$ cat src/hdl/dart_pkg.sv
// ----------------------------------------------------------------------------
// dart_pkg: shared types and constants for the divider and reload timer
// Item and result structs, action and register address codes, mode thresholds.
// ----------------------------------------------------------------------------
package dart_pkg;

	localparam logic [1:0] ACT_TICK  = 2'd0;
	localparam logic [1:0] ACT_READ  = 2'd1;
	localparam logic [1:0] ACT_WRITE = 2'd2;

	localparam logic [15:0] ADDR_DIV  = 16'hFF04;
	localparam logic [15:0] ADDR_TIMA = 16'hFF05;
	localparam logic [15:0] ADDR_TMA  = 16'hFF06;
	localparam logic [15:0] ADDR_TAC  = 16'hFF07;

	localparam logic [1:0] MODE_64 = 2'd0;
	localparam logic [1:0] MODE_1  = 2'd1;
	localparam logic [1:0] MODE_4  = 2'd2;
	localparam logic [1:0] MODE_16 = 2'd3;

	localparam logic [7:0] ACC_STEP  = 8'd4;
	localparam logic [7:0] ACC_LIMIT = 8'd3;
	localparam logic [7:0] CNT_MAX   = 8'd255;

	typedef struct packed {
		logic [1:0]  action;
		logic [3:0]  cycles;
		logic [15:0] address;
		logic [7:0]  write_data;
	} item_t;

	typedef struct packed {
		logic [7:0] read_data;
		logic       timer_irq;
	} result_t;

	function automatic logic [7:0] mode_threshold(input logic [1:0] mode);
		logic [7:0] thr;
		unique case (mode)
			MODE_64: thr = 8'd64;
			MODE_1:  thr = 8'd1;
			MODE_4:  thr = 8'd4;
			MODE_16: thr = 8'd16;
			default: thr = 8'd64;
		endcase
		return thr;
	endfunction

endpackage

$ cat src/hdl/dart_in_stage.sv
// ----------------------------------------------------------------------------
// dart_in_stage: input register
// Captures one item per cycle and holds it while the result side stalls.
// ----------------------------------------------------------------------------
module dart_in_stage (
	input  logic                 clk,
	input  logic                 arst_n,
	input  logic                 in_valid,
	output logic                 in_stall,
	input  logic [1:0]           action,
	input  logic [3:0]           cycles,
	input  logic [15:0]          address,
	input  logic [7:0]           write_data,
	input  logic                 advance,
	output logic                 item_valid_s1,
	output dart_pkg::item_t      item_s1
);
	import dart_pkg::*;

	assign in_stall = item_valid_s1 && !advance;

	always_ff @(posedge clk or negedge arst_n) begin
		if (!arst_n) begin
			item_valid_s1 <= 1'b0;
		end else if (!in_stall) begin
			item_valid_s1 <= in_valid;
		end
	end

	always_ff @(posedge clk) begin
		if (in_valid && !in_stall) begin
			item_s1.action     <= action;
			item_s1.cycles     <= cycles;
			item_s1.address    <= address;
			item_s1.write_data <= write_data;
		end
	end

endmodule

$ cat src/hdl/dart_core.sv
// ----------------------------------------------------------------------------
// dart_core: timer state and single-pass update
// Holds accumulator, base count, divider, counter, reload and control;
// applies one tick, read or write per advance and forms its result.
// ----------------------------------------------------------------------------
module dart_core (
	input  logic                 clk,
	input  logic                 arst_n,
	input  logic                 advance,
	input  dart_pkg::item_t      item_s1,
	output dart_pkg::result_t    result
);
	import dart_pkg::*;

	logic [7:0] cycle_accum_q;
	logic [7:0] base_count_q;
	logic [3:0] div_prescale_q;
	logic [7:0] divider_q;
	logic [7:0] counter_q;
	logic [7:0] reload_q;
	logic [2:0] control_q;

	logic [7:0] acc_sum;
	logic       acc_step;
	logic [7:0] acc_next;
	logic [7:0] base_inc;
	logic [3:0] pre_next;
	logic       hit;
	logic       ovf;
	logic       is_tick;
	logic       is_write;
	logic [7:0] rd_mux;

	assign is_tick  = (item_s1.action == ACT_TICK);
	assign is_write = (item_s1.action == ACT_WRITE);

	assign acc_sum  = cycle_accum_q + {4'd0, item_s1.cycles};
	assign acc_step = (acc_sum > ACC_LIMIT);
	assign acc_next = acc_step ? (acc_sum - ACC_STEP) : acc_sum;
	assign base_inc = base_count_q + {7'd0, acc_step};
	assign pre_next = div_prescale_q + {3'd0, acc_step};
	assign hit      = control_q[2] && (base_inc >= mode_threshold(control_q[1:0]));
	assign ovf      = hit && (counter_q == CNT_MAX);

	always_comb begin
		unique case (item_s1.address)
			ADDR_DIV:  rd_mux = divider_q;
			ADDR_TIMA: rd_mux = counter_q;
			ADDR_TMA:  rd_mux = reload_q;
			ADDR_TAC:  rd_mux = {5'd0, control_q};
			default:   rd_mux = 8'd0;
		endcase
	end

	assign result.read_data = (item_s1.action == ACT_READ) ? rd_mux : 8'd0;
	assign result.timer_irq = is_tick && ovf;

	always_ff @(posedge clk or negedge arst_n) begin
		if (!arst_n) begin
			cycle_accum_q  <= '0;
			base_count_q   <= '0;
			div_prescale_q <= '0;
			divider_q      <= '0;
			counter_q      <= '0;
			reload_q       <= '0;
			control_q      <= '0;
		end else if (advance && is_tick) begin
			cycle_accum_q  <= acc_next;
			div_prescale_q <= pre_next;
			if (acc_step && pre_next == 4'd0) begin
				divider_q <= divider_q + 8'd1;
			end
			if (hit) begin
				base_count_q <= 8'd0;
				counter_q    <= ovf ? reload_q : counter_q + 8'd1;
			end else begin
				base_count_q <= base_inc;
			end
		end else if (advance && is_write) begin
			unique case (item_s1.address)
				ADDR_DIV:  divider_q <= 8'd0;
				ADDR_TIMA: counter_q <= item_s1.write_data;
				ADDR_TMA:  reload_q  <= item_s1.write_data;
				ADDR_TAC:  control_q <= item_s1.write_data[2:0];
				default: begin
				end
			endcase
		end
	end

`ifndef SYNTHESIS
	a_idle_hold: assert property (@(posedge clk) disable iff (!arst_n)
		!advance |=> $stable(counter_q) && $stable(divider_q) && $stable(cycle_accum_q))
		else $error("timer state changed without an item");
	a_ovf_reload: assert property (@(posedge clk) disable iff (!arst_n)
		advance && result.timer_irq |=> counter_q == $past(reload_q))
		else $error("counter did not reload on overflow");
	a_read_no_touch: assert property (@(posedge clk) disable iff (!arst_n)
		advance && !is_tick && !is_write |=> $stable(counter_q) && $stable(base_count_q))
		else $error("read item changed timer state");
	a_hit_clears_base: assert property (@(posedge clk) disable iff (!arst_n)
		advance && is_tick && hit |=> base_count_q == 8'd0)
		else $error("base count not cleared on counter step");
`endif

endmodule

$ cat src/hdl/divider_and_reload_timer_unit.sv
// ----------------------------------------------------------------------------
// divider_and_reload_timer_unit: divider / counter / reload / control timer
// Result path: the input stage registers each accepted item, and the result register captures its result on advance.
// Throughput: 1 item per cycle while the output is not stalled; state updates in a single pass per item.
// Reset: arst_n clears all timer registers and both valid flags asynchronously.
// One result per item; while the result register waits, the input stage can still take one item.
// ----------------------------------------------------------------------------
module divider_and_reload_timer_unit (
	input  logic        clk,
	input  logic        arst_n,
	input  logic        in_valid,
	output logic        in_stall,
	input  logic [1:0]  action,
	input  logic [3:0]  cycles,
	input  logic [15:0] address,
	input  logic [7:0]  write_data,
	output logic        out_valid,
	input  logic        out_stall,
	output logic [7:0]  read_data,
	output logic        timer_irq
);
	import dart_pkg::*;

	logic    item_valid_s1;
	item_t   item_s1;
	result_t result;
	logic    advance;
	logic    out_valid_q;
	result_t result_q;

	assign advance = item_valid_s1 && (!out_valid_q || !out_stall);

	dart_in_stage u_in (
		.clk           (clk),
		.arst_n        (arst_n),
		.in_valid      (in_valid),
		.in_stall      (in_stall),
		.action        (action),
		.cycles        (cycles),
		.address       (address),
		.write_data    (write_data),
		.advance       (advance),
		.item_valid_s1 (item_valid_s1),
		.item_s1       (item_s1)
	);

	dart_core u_core (
		.clk     (clk),
		.arst_n  (arst_n),
		.advance (advance),
		.item_s1 (item_s1),
		.result  (result)
	);

	always_ff @(posedge clk or negedge arst_n) begin
		if (!arst_n) begin
			out_valid_q <= 1'b0;
		end else if (advance) begin
			out_valid_q <= 1'b1;
		end else if (!out_stall) begin
			out_valid_q <= 1'b0;
		end
	end

	always_ff @(posedge clk) begin
		if (advance) begin
			result_q <= result;
		end
	end

	assign out_valid = out_valid_q;
	assign read_data = result_q.read_data;
	assign timer_irq = result_q.timer_irq;

`ifndef SYNTHESIS
	a_out_hold: assert property (@(posedge clk) disable iff (!arst_n)
		out_valid_q && out_stall |=> out_valid_q && $stable(result_q))
		else $error("stalled result changed");
	a_no_drop: assert property (@(posedge clk) disable iff (!arst_n)
		item_valid_s1 && out_valid_q && out_stall |-> in_stall)
		else $error("input taken while both stages full");
	a_irq_tick_only: assert property (@(posedge clk) disable iff (!arst_n)
		out_valid_q && timer_irq |-> read_data == 8'd0)
		else $error("irq result carries read data");
`endif

endmodule

$ cat config.mk
export PLATFORM = sky130hd
export DESIGN_NAME = divider_and_reload_timer_unit
export DESIGN_NICKNAME = d
export VERILOG_FILES = /design/src/hdl/dart_pkg.sv /design/src/hdl/dart_in_stage.sv /design/src/hdl/dart_core.sv /design/src/hdl/divider_and_reload_timer_unit.sv
export SDC_FILE = /design/constraint.sdc
export NUM_CORES = 1
export LEC_CHECK = 0
export ABC_AREA = 0
export BUFFER_PORTS_ARGS = -buffer_cell sky130_fd_sc_hd__buf_2
export CAP_MARGIN = 40
export CORE_ASPECT_RATIO = 1.4
export CORE_MARGIN = 1.5
export CORE_UTILIZATION = 59
export DETAILED_ROUTE_END_ITERATION = 6
export PLACE_DENSITY = 0.83
export SLEW_MARGIN = 25
export SYNTH_ARGS = -nofsm -noshare
export SYNTH_HDL_FRONTEND = slang
export SYNTH_SLANG_ARGS = --single-unit
$ cat constraint.sdc
create_clock -name clk -period 6.15 [get_ports clk]
set_clock_uncertainty 0.15 [all_clocks]
set_input_delay 0.615 -clock clk [delete_from_list [all_inputs] [get_ports clk]]
set_output_delay 0.615 -clock clk [all_outputs]
set_load 0.05 [all_outputs]
; ---- Word-level counts from Yosys, hierarchy flattened
; Cells that the tools add are included.
[op_classes]
bitwise_logic = 1
add_sub_neg = 6
muxes = 15
magnitude_cmp = 2
n_reduce_logical = 24
eq_ne = 13
[op_table]
columns = cell, count
row1 = 8-bit two-way mux, 11
row2 = "16-bit equality test, second input constant", 4
row3 = 8-bit case mux with 4 select lines, 2
row4 = "8-bit by 1-bit adder with 8-bit output, second input constant", 2
row5 = 3-bit AND reduction, 4
row6 = 1-bit logical AND, 9
row7 = 8-bit by 1-bit adder with 8-bit output, 1
row8 = 8-bit by 4-bit adder with 8-bit output, 1
row9 = "8-bit equality test, second input constant", 1
row10 = 8-bit greater-or-equal comparator, 1
row11 = "8-bit by 2-bit > comparator with 1-bit output, second input constant", 1
row12 = "8-bit by 3-bit subtractor with 8-bit output, second input constant", 1
row13 = "2-bit equality test, second input constant", 3
row14 = 2-bit nonzero test, 3
row15 = 4-bit by 1-bit adder with 4-bit output, 1
row16 = "2-bit by 1-bit equality test with 1-bit output, second input constant", 2
row17 = 1-bit zero test, 4
row18 = 2-bit zero test, 2
row19 = 4-bit zero test, 1
row20 = "2-bit by 1-bit != test with 1-bit output, second input constant", 2
row21 = 1-bit two-way mux, 2
row22 = "2-bit != test, second input constant", 1
row23 = 1-bit logical OR, 1
row24 = 1-bit inverter, 1
[word_totals]
reg_bits = 88
inputBits = 34
out_inout_bits = 11
word_cells = 76

; ---- Logic depth before layout (Yosys ltp)
[logic_depth]
ltp_word = 9
ltp_mapped = 23
mapped_depth_nobuf = 21

; ---- By module
; Synthesis repeated with hierarchy kept, for this count alone.
[hier_totals]
hier_cells = 425
area_unflattened_um2 = 4621.9
[modules_own_cells]
columns = module, area_each_um2, seq_area_each_um2, cells_each, instances
row1 = dart_core, 3349.5, 1176.1, 378, 1
row2 = dart_in_stage, 958.4, 925.9, 35, 1
row3 = divider_and_reload_timer_unit, 314.1, 295.3, 12, 1

; ---- Least setup slack after synthesis
; No wires, ideal clock.
[synth_timing]
path_kind = register to register
startpoint = register u_core.cycle_accum_q[0]
endpoint = register u_core.counter_q[4]
setup_time_ps = 134
slack_ps = 1235
arrival_ps = 4631
period_less_slack_ps = 4915
path_buffers = 1
t_required_ps = 5866
stages_incl_launch_ff = 21
cell_sequence = dfrtp_1 ha_1 inv_1 fa_1 nand2b_1 a21oi_1 mux2i_1 o21ai_2 nand2_1 ha_1 ha_1 nand3_1 xnor2_1 ha_1 and2_1 a2111oi_0 a211o_1 buf_2 o211ai_1 o211ai_1 o21ai_0
[synth_via]
elab_chain_len = 9
word_cells_on_any_way = 11
classes_between = 2 x add/sub / 2 x order compare / 1 x eq/ne / 3 x mux / 3 x reduce/logical
[synth_rtl]
columns = item, line
row1 = from (decl), dart_core.sv:15  ; logic [7:0] cycle_accum_q;
row2 = from (signal assigned), dart_core.sv:68  ; cycle_accum_q <= acc_next;
row3 = 8-bit by 4-bit adder with 8-bit output (*), dart_core.sv:37  ; assign acc_sum = cycle_accum_q + {4'd0, item_s1.cycles};
row4 = 8-bit by 2-bit > comparator with 1-bit output (*), dart_core.sv:38  ; assign acc_step = (acc_sum > ACC_LIMIT);
row5 = 8-bit by 1-bit adder with 8-bit output (*), dart_core.sv:40  ; assign base_inc = base_count_q + {7'd0, acc_step};
row6 = 8-bit greater-or-equal comparator (*), dart_core.sv:42  ; assign hit = control_q[2] && (base_inc >= mode_threshold(control_q[1:0]));
row7 = 1-bit logical AND (*), dart_core.sv:42
row8 = 1-bit logical AND, dart_core.sv:43  ; assign ovf = hit && (counter_q == CNT_MAX);
row9 = 8-bit two-way mux, dart_core.sv:75  ; counter_q <= ovf ? reload_q : counter_q + 8'd1;
row10 = 8-bit two-way mux, dart_core.sv:73  ; if (hit) begin
row11 = 8-bit two-way mux, dart_core.sv:67  ; end else if (advance && is_tick) begin
row12 = to (signal assigned), dart_core.sv:75
row13 = to (signal assigned), dart_core.sv:82  ; ADDR_TIMA: counter_q <= item_s1.write_data;
row14 = to (decl), dart_core.sv:19  ; logic [7:0] counter_q;
; Every way passes the cells marked *; elsewhere a longest branch is shown, timed or not. The select of a mux whose other input is x is not followed.
; A chain may end at the register's enable or synchronous reset.

; ---- Final worst setup path
[layout_timing]
startpoint = register u_core.cycle_accum_q[0]
endpoint = register u_core.counter_q[7]
; Same word-level chain as after synthesis.

==> results.cfg <==
[placed_design]
gp_congestion = 0.845
place_area_um2 = 4980
hpwl_mm = 6.92
port_buffers = 44

[logic_synthesis]
synthesis.instances = 430
synthTopCellsByCount = dfrtp_1 (49), nand2_1 (49), edfxtp_1 (39)
syn-cell-area_um2 = 4650
synth_top_area_share_pct = 26.4
syn-num-nets = 481
synthArstFlopShare_pct = 55.7
yosys.area_share.adder_pct = 4.74
synth_simple_gate_area_share_pct = 17.8
muxShareOfSynthArea_pct = 5.84
synth_top_area_cell = dfrtp_1
synth_top_flop_cell = dfrtp_1
synth_compound_area_share_pct = 12.9
synth.area.top_cells = dfrtp_1 (26%), edfxtp_1 (25%), ha_1 (4.3%), nand2_1 (4.0%), xnor2_1 (3.4%)
yosysWarnings = 0
avgSynthCellArea_um2 = 10.8
synth_top_family_by_area = simple AND/OR/NAND/NOR gates
ys_seq_elements = 88
yosysSeqAreaShare_pct = 51.5
synth-edff-count = 39
ys_types = 64
synthXorXnorAreaFrac_pct = 3.95

[status]
outcome = finished clean

[sta]
relSlewSlack_pct = 53.7
worst_slew_pin_slew_ns = 0.695
finalCritPeriodShare_pct = 90.6
maxSlewViolCount = 0
rsz0062_at_grt = false
fin_setup_tns_ns = 0
finalHoldViolations = 0
setup_violations = 0
fmax_ghz = 0.179
min_period_ns = 5.57

[power]
p_clk_share_pct = 26.0
sw_frac_of_total_pct = 32.9
p_seq_share_pct = 46.0
p_switching_uw = 536
p_leak_nw = 2.16
vdd_drop_max_uv = 239
pwr-share-comb_pct = 28.0
power_density_nw_per_um2 = 313
power.internal_mw = 1.09
finalPower_mw = 1.63

[worst_setup_path]
crit_family = compound AO/OA/AOI/OAI gates
reg2reg_slack_ns = 0.58
crit_type = register to register
critPathLaunchType = register
r2r-start = u_core.cycle_accum_q[0]
path_common_cell = ha_1
required_ns = 6.26
r2r_end = u_core.counter_q[7]
crit_path_top_delay_cell = a21oi_1
critical-path-max-stage-delay_ns = 0.54
cp-end-kind = register
crit_buf_inv = 2
rr_worst_depth = 21
critPathMaxFanout = 11
arrival_ns = 5.68
cp_cell_sequence = ha_1, inv_1, fa_1, nand2b_1, a21oi_1, mux2i_1, o21ai_2, nand2_1, ha_1, ha_1, nand3_1, xnor2_1, ha_1, nand2_1, o211ai_1, a211oi_1, nor4bb_1, o31a_1, buf_4, o2111ai_1, o21a_1

[cts]
postCtsHoldBufs = 0
tritoncts = yes
cts_buffer_depth = 2
worstSkewPairLatency_ns = 0.37
clkTransAtPathRegs_ns = 0.08
htree_levels = 3
cts_setup_buffers = 0
ctsResizeCount = 0
cts_inserted_buffers = 9
cts_root_buf = clkbuf_8
clock_sinks = 88

[floorplan]
io_pins = 45
coreArea_um2 = 7700
dieArea_um2 = 8430
dieHeight_um = 108
die_x_um = 78.0
start_util_pct = 60.4
num_rows = 38

[layout]
syn_to_final_growth_pct = 11.9
finalCoreUtilization_pct = 67.5
drive_gt1_share_pct = 19.6
stdcell_area_um2 = 5200
nets = 530
antenna_cells = 0

[global_routing]
antenna_found_initial = 0
grt_pass1_wl_mm = 15.7
grt_max_degree = 50
gr-total-overflow = 0
grt_pass1_vias = 3559
grt_usage_pct = 24.6

[route]
drt_wl_total_mm = 9.27
routed_via_density = 5.91
drtIter0Drc = 225
wl_per_cell_um = 15.9
drc_errors = 0
ant_nets = 0
drtPass1Iterations = 4
dr_total_vias = 3452

[run]
cap_violations = 0

[hold_path]
hold_path.class = primary input to async pin
[cell type report]
| cell class | count | area, µm² |
|---|---|---|
| fill | 582 | 2500 |
| tap | 100 | 125 |
| inverter | 19 | 71.3 |
| clock buffer | 12 | 165 |
| timing repair buffer | 52 | 278 |
| clock inverter | 4 | 51.3 |
| sequential | 88 | 2400 |
| multi-input combinational | 309 | 2110 |
[layout by cell type, fill, tap and decap left out, types with 4 or more instances in the layout]
cell / n
nand4_1: 8
edfxtp_1: 39
nor2_1: 28
inv_1: 19
mux2i_1: 8
nand2b_1: 7
nor3_1: 8
xnor2_1: 18
clkbuf_8: 12
buf_2: 44
nand3_1: 22
and3_1: 4
a21oi_1: 21
o21ai_0: 24
nor2b_1: 5
mux2_2: 11
ha_1: 16
buf_4: 4
a211oi_1: 4
a31oi_1: 6
or3_1: 5
dfrtp_1: 49
nand2_1: 49
[power by group through the flow]
stage          registers, mW  logic [mW]  clock network [mW]
2_1_floorplan          0.747       0.365                   0
3_3_place_gp           0.757       0.437                   0
3_5_place_dp           0.761       0.452                   0
4_1_cts                0.748       0.456               0.430
5_1_grt                0.761       0.519               0.446
6_report               0.749       0.457               0.424
[worst register-to-register path, stage by stage (launching register included)]
cell,delay [ns]
dfrtp_1,0.36
ha_1,0.17
inv_1,0.06
fa_1,0.39
nand2b_1,0.15
a21oi_1,0.54
mux2i_1,0.18
o21ai_2,0.35
nand2_1,0.27
ha_1,0.34
ha_1,0.27
nand3_1,0.12
xnor2_1,0.10
ha_1,0.35
nand2_1,0.07
o211ai_1,0.26
a211oi_1,0.09
nor4bb_1,0.31
o31a_1,0.45
buf_4,0.24
o2111ai_1,0.12
o21a_1,0.13
[metal layers]
layer | wire length, µm | share of wire, % | track usage, % | vias up
li1 | - | - | - | 1680
met1 | 3710 | 40 | 27.4 | 1637
met2 | 4750 | 51 | 42.5 | 100
met3 | 360 | 3.9 | 3.97 | 35
met4 | 451 | 4.9 | 18.1 | 0
met5 | 0 | 0 | 0 | -
[how the worst max path moves through the flow]
stage / from / end / slack (ns) / cells past startpoint
after global placement: u_core.cycle_accum_q[0] / u_core.base_count_q[3] / 0.80 / 19
after detailed placement: u_core.cycle_accum_q[0] / u_core.base_count_q[3] / 0.39 / 19
final: u_core.cycle_accum_q[0] / u_core.counter_q[7] / 0.58 / 21
after CTS: u_core.cycle_accum_q[0] / u_core.base_count_q[3] / 0.34 / 19
after floorplan: u_core.cycle_accum_q[0] / u_core.counter_q[4] / 1.24 / 20
after global routing: u_core.cycle_accum_q[0] / u_core.counter_q[3] / 0.12 / 20
[state kept, by name (all words and copies together), names as in the netlist, 4 cells and up]
register,flops
read_data,8
u_core.base_count_q,8
u_core.counter_q,8
u_core.cycle_accum_q,8
u_core.div_prescale_q,4
u_core.divider_q,8
u_core.reload_q,8
u_in.item_s1,30
[metrics by stage]
step	setup WS (ns)	hold slack [ns]	std cells
floorplan	1.24	0.169	430
global placement	0.795	0.311	564
detailed placement	0.387	0.323	566
CTS	0.345	0.210	582
global route	0.123	0.258	584
finish	0.577	0.182	584
[cells by family (layout without fill, tap and decap cells)]
kind of cell,Yosys count,after routing
buffers and inverters,33,87
flip-flops,88,88
AO/OA/AOI/OAI,88,88
AND/OR/NAND/NOR,161,161
multiplexers,22,22
adder cells (fa/ha/maj),17,17
XOR/XNOR,21,21
Power figures use the tool's default switching activity.
